<file path="src/hw/rtl/tpf_pkg.sv">
// ============================================================================
// tpf_pkg: shared types and constants of the test packet framer
// Frame layout constants, mode and register codes, FSM state type and the
// command and status groups between controller and datapath.
// ============================================================================
package tpf_pkg;

    // Frame geometry
    localparam int unsigned FRAME_BYTES = 28;
    localparam int unsigned POS_W       = 5;
    localparam int unsigned HASHED_LEN  = 24;
    localparam int unsigned WORD_W      = 32;
    localparam int unsigned BYTE_W      = 8;
    localparam int unsigned MODE_W      = 3;
    localparam int unsigned CFG_IDX_W   = 2;

    localparam logic [POS_W-1:0] LAST_POS   = POS_W'(FRAME_BYTES - 1);
    localparam logic [POS_W-1:0] HASH_START = POS_W'(HASHED_LEN);

    // Fixed header bytes
    localparam logic [BYTE_W-1:0] MAGIC_0     = 8'h54;
    localparam logic [BYTE_W-1:0] MAGIC_1     = 8'h55;
    localparam logic [BYTE_W-1:0] MAGIC_2     = 8'h4D;
    localparam logic [BYTE_W-1:0] MAGIC_3     = 8'h31;
    localparam logic [BYTE_W-1:0] BAD_MAGIC   = 8'h58;
    localparam logic [BYTE_W-1:0] VERSION     = 8'h01;
    localparam logic [BYTE_W-1:0] LEN_BYTE    = BYTE_W'(FRAME_BYTES);
    localparam logic [BYTE_W-1:0] INVERT_MASK = 8'hFF;

    // Arithmetic constants
    localparam logic [WORD_W-1:0] HASH_BASIS  = 32'd2166136261;
    localparam logic [WORD_W-1:0] HASH_PRIME  = 32'd16777619;
    localparam logic [WORD_W-1:0] CHURN_MULT  = 32'd2654435761;
    localparam logic [WORD_W-1:0] JUMP_MULT   = 32'd1000;
    localparam int unsigned       GROUP_SHIFT = 3;   // divide by 8

    // Mode codes; 6 and 7 behave as spike
    typedef enum logic [MODE_W-1:0] {
        MODE_SPIKE     = 3'd0,
        MODE_REPLAY    = 3'd1,
        MODE_JUMP      = 3'd2,
        MODE_CHURN     = 3'd3,
        MODE_MALFORMED = 3'd4,
        MODE_DEAUTH    = 3'd5
    } t_mode;

    // Configuration register indexes
    typedef enum logic [CFG_IDX_W-1:0] {
        REG_MODE   = 2'd0,
        REG_RUN    = 2'd1,
        REG_SENDER = 2'd2
    } t_cfg_reg;

    // Controller states
    typedef enum logic [1:0] {
        ST_IDLE = 2'd0,
        ST_PREP = 2'd1,
        ST_SEND = 2'd2
    } t_state;

    // Controller to datapath
    typedef struct packed {
        logic load;   // capture request fields
        logic prep;   // derive sender/sequence, seed hash
        logic adv;    // current byte taken, step to next
    } t_dp_cmd;

    // Datapath to controller
    typedef struct packed {
        logic last;   // current byte is the final one
    } t_dp_stat;

endpackage

</file>
<file path="src/hw/rtl/tpf_dp.sv">
// ============================================================================
// tpf_dp: framer datapath
// Configuration registers, request capture, sender/sequence derivation,
// byte selection and the FNV-1a hash, one byte per transfer over bytes 0-23.
// ============================================================================
module tpf_dp (
    input  logic                            i_clk,
    input  logic                            i_rst_n,
    input  tpf_pkg::t_dp_cmd                i_cmd,
    output tpf_pkg::t_dp_stat               o_stat,
    input  logic                            i_cfg_we,
    input  logic [tpf_pkg::CFG_IDX_W-1:0]   i_cfg_index,
    input  logic [tpf_pkg::WORD_W-1:0]      i_cfg_data,
    input  logic [tpf_pkg::WORD_W-1:0]      i_ordinal,
    input  logic [tpf_pkg::WORD_W-1:0]      i_uptime,
    output logic [tpf_pkg::BYTE_W-1:0]      o_frame_byte,
    output logic [tpf_pkg::POS_W-1:0]       o_byte_position,
    output logic                            o_last_byte
);
    import tpf_pkg::*;

    logic [MODE_W-1:0] r_mode;
    logic [WORD_W-1:0] r_run;
    logic [WORD_W-1:0] r_base;

    logic [WORD_W-1:0] r_ord;
    logic [WORD_W-1:0] r_up;
    logic [WORD_W-1:0] r_seq;
    logic [WORD_W-1:0] r_sender;
    logic [WORD_W-1:0] r_hash;
    logic [POS_W-1:0]  r_pos;
    logic              r_bad_magic;
    logic              r_bad_check;

    logic [WORD_W-1:0] n_seq;
    logic [WORD_W-1:0] n_sender;
    logic [WORD_W-1:0] n_hash;
    logic [BYTE_W-1:0] raw_byte;
    logic [WORD_W-1:0] word_sel;
    logic              malformed;

    // Configuration registers; out-of-range index is ignored
    always_ff @(posedge i_clk) begin
        if (!i_rst_n) begin
            r_mode <= '0;
            r_run  <= '0;
            r_base <= '0;
        end else if (i_cfg_we) begin
            case (i_cfg_index)
                REG_MODE:   r_mode <= i_cfg_data[MODE_W-1:0];
                REG_RUN:    r_run  <= i_cfg_data;
                REG_SENDER: r_base <= i_cfg_data;
                default:    r_mode <= r_mode;
            endcase
        end
    end

    assign malformed = (r_mode == MODE_MALFORMED);

    // Sender and sequence words from the captured ordinal
    always_comb begin
        n_seq    = r_ord;
        n_sender = r_base;
        case (r_mode)
            MODE_REPLAY: n_seq    = r_ord >> GROUP_SHIFT;
            MODE_JUMP:   n_seq    = WORD_W'(r_ord * JUMP_MULT);
            MODE_CHURN:  n_sender = r_base ^ WORD_W'((r_ord >> GROUP_SHIFT) * CHURN_MULT);
            default:     n_seq    = r_ord;
        endcase
    end

    // Unaltered frame byte at the current position
    always_comb begin
        case (r_pos[POS_W-1:2])
            3'd2:    word_sel = r_run;
            3'd3:    word_sel = r_sender;
            3'd4:    word_sel = r_seq;
            3'd5:    word_sel = r_up;
            default: word_sel = r_hash;
        endcase
        case (r_pos)
            5'd0:    raw_byte = MAGIC_0;
            5'd1:    raw_byte = MAGIC_1;
            5'd2:    raw_byte = MAGIC_2;
            5'd3:    raw_byte = MAGIC_3;
            5'd4:    raw_byte = VERSION;
            5'd5:    raw_byte = BYTE_W'(r_mode);
            5'd6:    raw_byte = BYTE_W'(malformed);
            5'd7:    raw_byte = LEN_BYTE;
            default: begin
                // big-endian: offset 0 within the word is the top byte
                case (r_pos[1:0])
                    2'd0:    raw_byte = word_sel[31:24];
                    2'd1:    raw_byte = word_sel[23:16];
                    2'd2:    raw_byte = word_sel[15:8];
                    default: raw_byte = word_sel[7:0];
                endcase
            end
        endcase
    end

    // Hash step over the unaltered byte
    assign n_hash = WORD_W'((r_hash ^ WORD_W'(raw_byte)) * HASH_PRIME);

    // Request capture, preparation and per-byte stepping
    always_ff @(posedge i_clk) begin
        if (i_cmd.load) begin
            r_ord <= i_ordinal;
            r_up  <= i_uptime;
        end
        if (i_cmd.prep) begin
            r_seq       <= n_seq;
            r_sender    <= n_sender;
            r_hash      <= HASH_BASIS;
            r_pos       <= '0;
            r_bad_magic <= malformed && !r_ord[0];
            r_bad_check <= malformed && r_ord[0];
        end
        if (i_cmd.adv) begin
            r_pos <= r_pos + POS_W'(1);
            if (r_pos < HASH_START) begin
                r_hash <= n_hash;
            end
        end
    end

    // Output byte with the malformed alterations
    always_comb begin
        o_frame_byte = raw_byte;
        if (r_pos == '0 && r_bad_magic) begin
            o_frame_byte = BAD_MAGIC;
        end else if (r_pos == LAST_POS && r_bad_check) begin
            o_frame_byte = raw_byte ^ INVERT_MASK;
        end
    end

    assign o_byte_position = r_pos;
    assign o_last_byte     = (r_pos == LAST_POS);
    assign o_stat.last     = (r_pos == LAST_POS);

endmodule

</file>
<file path="config.mk">
export PLATFORM = sky130hd
export DESIGN_NAME = tpf_dp
export DESIGN_NICKNAME = d
export VERILOG_FILES = /design/src/hw/rtl/tpf_pkg.sv /design/src/hw/rtl/tpf_dp.sv
export SDC_FILE = /design/constraint.sdc
export NUM_CORES = 2
export LEC_CHECK = 0
export BUFFER_PORTS_ARGS = -buffer_cell sky130_fd_sc_hd__buf_2
export CAP_MARGIN = 20
export CORE_ASPECT_RATIO = 2
export CORE_UTILIZATION = 45
export CTS_BUF_LIST = sky130_fd_sc_hd__clkbuf_8
export CTS_CLUSTER_DIAMETER = 40
export DETAILED_ROUTE_END_ITERATION = 8
export PLACE_DENSITY = 0.62
export SKIP_CTS_REPAIR_TIMING = 1
export SYNTH_ARGS = -nofsm -noshare
export SYNTH_HDL_FRONTEND = slang
export SYNTH_SLANG_ARGS = --single-unit
</file>
<file path="constraint.sdc">
create_clock -name i_clk -period 16.92 [get_ports i_clk]
set_clock_uncertainty 0.05 [all_clocks]
set_input_delay 1.692 -clock i_clk [delete_from_list [all_inputs] [get_ports i_clk]]
set_output_delay 1.692 -clock i_clk [all_outputs]
set_load 0.03 [all_outputs]
</file>
After elaboration in Yosys (flattened, before gate mapping)
Index checks and enable logic that the tools add are counted.

Register bits after elaboration: 234. Latch bits: 0. RAM bits: 0. ROM bits: 0. Input port bits: 104. Memories kept: 0.

$add $sub $neg: 1. Multipliers: 3. Divide/modulo/power cells: 0. $lt $le $gt $ge: 1. Equal/unequal tests: 20. Shifts and indexed selects: 0. Muxes and demuxes: 12. Bitwise logic cells: 3. Reduce and logical (&&, ||, !) cells: 12.

Operator list (number): $mux 32 (4); $pmux 32 s4 (1); $pmux 32 s2 (1); $pmux 8 s8 (1); $mul 29x32->32 const B (1); $mul 32x25->32 const B (1); $mul 32x7->29 const B (1); $xor 32x32->32 (1); $xor 32x8->32 (1); $pmux 8 s3 (1); $eq 5x3->1 const B (4); $mux 8 (2); $eq 3x2->1 const B (4); $eq 5x2->1 const B (2); $mux 5 (2); $eq 3x3->1 const B (3); $not 8->8 (1); $reduce_and 2->1 (3); $add 5x1->5 const B (1); $eq 5x1->1 const B (1); $eq 5x5->1 const B (1); $logic_not 5->1 (1); $lt 5x5->1 const B (1); $eq 2x1->1 const B (2); other kinds (6) (11).

Depth between registers and ports, before layout
Word-level depth: 8. Depth in mapped cells: 33. Depth with buffers taken out: 30.

Least setup slack after synthesis
OpenSTA, ideal clock, no wires.

Path kind: reg-to-reg. Start: register r_pos[4] (netlist: o_byte_position[4]). End: register r_hash[31]. Setup time: 0.132 ns. Arrival: 7.014 ns. Data required time: 16.738 ns. Setup slack: 9.723 ns. Stages on the path, launching flop included: 31. Path buffers: 4. Period minus slack after synthesis: 7.197 ns. Cell sequence: edfxtp_1 > buf_2 > nor2b_1 > buf_2 > buf_2 > buf_1 > a221oi_1 > nor2_1 > a2111o_1 > a32o_1 > a21oi_1 > o21ai_0 > xor2_1 > ha_1 > ha_1 > fa_1 > ha_1 > fa_1 > ha_1 > inv_1 > fa_1 > inv_1 > ha_1 > a21oi_1 > nand3b_1 > nand3b_1 > a31oi_1 > o211ai_1 > a31oi_1 > xnor2_1 > a21oi_1.

Longest elaborated chain between the ends: 8. Elaborated cells on any way between the ends: 20.

Ends and longest elaborated chain: start: declaration (RTL line tpf_dp.sv:31) `logic [POS_W-1:0] r_pos;`; start signal: assignment (RTL line tpf_dp.sv:120) `r_pos <= r_pos + POS_W'(1);`; $eq 3x3->1 or $eq 3x2->1 (tied branches) (RTL line tpf_dp.sv:74) `case (r_pos[POS_W-1:2])`; $pmux 32 s4 (RTL line tpf_dp.sv:74); $pmux 8 s3 (RTL line tpf_dp.sv:92) `case (r_pos[1:0])`; $pmux 8 s8 (RTL line tpf_dp.sv:81) `case (r_pos)`; $xor 32x8->32 (RTL line tpf_dp.sv:103) `assign n_hash = WORD_W'((r_hash ^ WORD_W'(raw_byte)) * HASH_PRIME);`; $mul 32x25->32 (RTL line tpf_dp.sv:103); $mux 32 * (RTL line tpf_dp.sv:121) `if (r_pos < HASH_START) begin`; $mux 32 * (RTL line tpf_dp.sv:119) `if (i_cmd.adv) begin`; end signal: assignment (RTL line tpf_dp.sv:122) `r_hash <= n_hash;`; end: declaration (RTL line tpf_dp.sv:30) `logic [WORD_W-1:0] r_hash;`.

Mark *: on every way between the ends. The rest lies on a longest branch, timed or not. A chain may end at the register's enable or synchronous reset.

Worst setup path after layout
Start: register r_pos[2] (netlist: o_byte_position[2]). End: register r_hash[31].

The elaborated chain is that of the path after synthesis.

==> results.md <==
- Top post-synthesis cells by count: 575 x inv_1, 403 x ha_1, 350 x fa_1, 205 x nand2_1, 135 x edfxtp_1
- Critical path class: flip-flop to flip-flop
- HP Class: flip-flop to flip-flop
- Outcome: completed
- Post-synthesis adder-cell area fraction: 44.0%
- Largest family of logic cells by synthesized area: adder cells
- Vias per cell: 5.63
- Pre-CTS setup slack: 8.43 ns
- Die X: 177 µm
- H-tree depth: 2
- Crit share post-route: 52.0%
- Post-Synth Simple-Gate Area: 7.28%
- Multiplexer area fraction after synthesis: 0.402%
- RSZ-0062 raised after global routing: false
- Pin count of the biggest net entering global routing: 68
- Maximum buffer depth of the clock tree: 3
- TritonCTS buffer count: 42
- Least-Margin Pin Slew: 1.09 ns
- Setup TNS: 0 ns
- # IOs: 119
- Post-placement cell area: 0.0289 mm²
- Yosys top cell area share: 25.6%
- CP Capture Type: flip-flop
- Fin. Hold Viols: 0
- Peak Freq: 114 MHz
- Synth async-reset ratio: 0%
- Synth Cell Area: 0.0274 mm²
- Setup-violating endpoint count in the final report: 0
- Worst skew pair latency: 0.67 ns
- Drt pass-1 iters: 7
- Syn Inst Count: 2,713
- Antenna-violating nets left: 0
- Crit Path Max Fanout: 46
- Fin worst setup slack: 8.13 ns
- Yosys warnings: 0
- Final Instance Area: 0.0298 mm²
- Crit path DAT: 9.22 ns
- Fillcell total: 5,650
- Vias: 20,500
- Post-detail-place hpwl: 77,100 µm
- Xor and xnor area share after synthesis: 5.34%
- CTS tree: done
- Final Slew Violations: 0
- Critical path required time: 17.35 ns
- Min Tclk post-route: 8.79 ns
- Vias in the first global route: 22,300
- Die height: 351 µm
- Drt total wl: 93,100 µm
- Layout cells sized above 1: 7.93%
- Register area share after synthesis: 22.0%
- Synth Area in Compound Gates: 12.0%
- Synth area leaders: fa_1 26%, ha_1 18%, edfxtp_1 15%
- First-pass GRT wire length: 138,000 µm
- Area grow syn2layout: 8.56%
- Startpoint types: flip-flop
- Count leader, synth: inv_1
- Syn nets: 3,570
- GP Congestion: 0.996
- Routed WL per cell: 25.6 µm
- DRC violations left: 0
- Post-synth EDFFs: 135
- Initial antenna violation count: 6
- CTS clk-pin slew, worst paths: 0.07 ns
- Die area: 0.0620 mm²
- Dominant cell type by area after synthesis: fa_1
- Cell Rows: 127
- Clock sink count: 234
- Synth unique cells: 64
- Max_cap viols: 0
- Initial Utilization: 45.6%
- Root Buffer: clkbuf_8
- Nets: 3,686
- FF+latch count, synth: 234
- Post-synth top flop: edfxtp_1
- Slew HR: 27.5%
- Global Route Usage Sum: 31.0%
- GRT overflow: 0
- 1st-iter DRT viols: 1,269
- Core area: 0.0601 mm²
- I/O Buffers: 118
- Syn Area/Cell: 10.1 µm²
kinds of logic after synthesis:
kind of cell | count (synthesis)
muxes | 11
buffers and inverters | 651
xor gates and xnor gates | 167
and+or+nand+nor | 431
DFF | 234
adders and majority gates | 753
AOI/OAI and AO/OA | 466
worst max-delay path, stage by stage (launching register included):
cell and delay [ns]:
edfxtp_1 0.33, buf_4 0.43, inv_1 0.59, a221oi_1 0.58, o21ai_0 0.14, a222oi_1 0.41
a211oi_1 0.21, xnor2_1 0.55, inv_1 0.31, ha_1 0.36, ha_1 0.30, fa_1 0.44
ha_1 0.23, fa_1 0.43, ha_1 0.28, inv_1 0.05, fa_1 0.47, inv_1 0.04
ha_1 0.33, a21oi_1 0.37, nand3b_1 0.12, nand3b_1 0.30, a31oi_1 0.59, o211ai_1 0.18
a31oi_1 0.25, xnor2_1 0.14, a21oi_1 0.08
sequential cells by signal, summed over array words and instances (netlist names):
name             flops
r_seq               32
r_up                32
r_mode               3
r_ord               32
r_run               32
r_sender            32
r_hash              32
r_bad_magic          1
r_base              32
r_bad_check          1
o_byte_position      5
metal layers:
layer  global-route usage, %  wire, µm
met1                    28.2     28800
met5                       0        45
met4                    29.6     10400
met2                    58.0     50000
met3                    3.83      3820
through the flow:
| stage | instances | hold WS [ns] | utilization (%) |
|---|---|---|---|
| floorplan | 2713 | 0.393 | - |
| global placement | 3559 | 0.410 | 48.2 |
| detailed placement | 3559 | 0.414 | 48.2 |
| CTS | 3635 | 0.423 | 49.5 |
| global route | 3637 | 0.446 | 49.5 |
| finish | 3637 | 0.421 | 49.5 |
final timing paths:
path,depth (start not counted),startpoint,slack (ns),to
worst min-delay path,2,r_run[3],0.42,r_run[3]
worst min register to register,2,r_run[3],0.42,r_run[3]
worst max register to register,26,o_byte_position[2],8.13,r_hash[31]
worst max-delay path,26,o_byte_position[2],8.13,r_hash[31]
cells in the final DEF, fill, tap and decap left out, types with 5 or more instances in the layout:
cell type,instances
a211o_1,5
a211oi_1,18
a21boi_0,66
a21o_1,31
a21oi_1,63
a221o_1,6
a221oi_1,56
a222oi_1,8
a22o_1,6
a22oi_1,24
a31o_2,7
a31oi_1,11
and2_1,11
and3_1,9
buf_2,116
buf_4,32
clkbuf_8,45
clkinv_1,5
dfxtp_1,99
edfxtp_1,135
fa_1,350
ha_1,403
inv_1,585
mux2i_1,11
nand2_1,205
nand2b_1,19
nand3_1,15
nand3b_1,20
nor2_1,77
nor2b_1,10
nor3_1,27
o211ai_1,9
o21a_1,17
o21ai_0,89
o21bai_1,8
o31ai_1,10
o41ai_1,5
or3_1,9
xnor2_1,122
xor2_1,45
final cells by class:
class	count	area, µm²	share of cell area (%)
repair buffers	148	821	2.76
inverters	575	2160	7.25
multi-input cells	1828	18900	63.6
clock inverters	31	211	0.711
well taps	774	968	3.25
diodes	2	5.00	0.0168
flip-flops and latches	234	6040	20.3
clock buffers	45	619	2.08
Power is not shown: default switching activity piles up to over one toggle a cycle in this logic, so the estimate is an artifact.
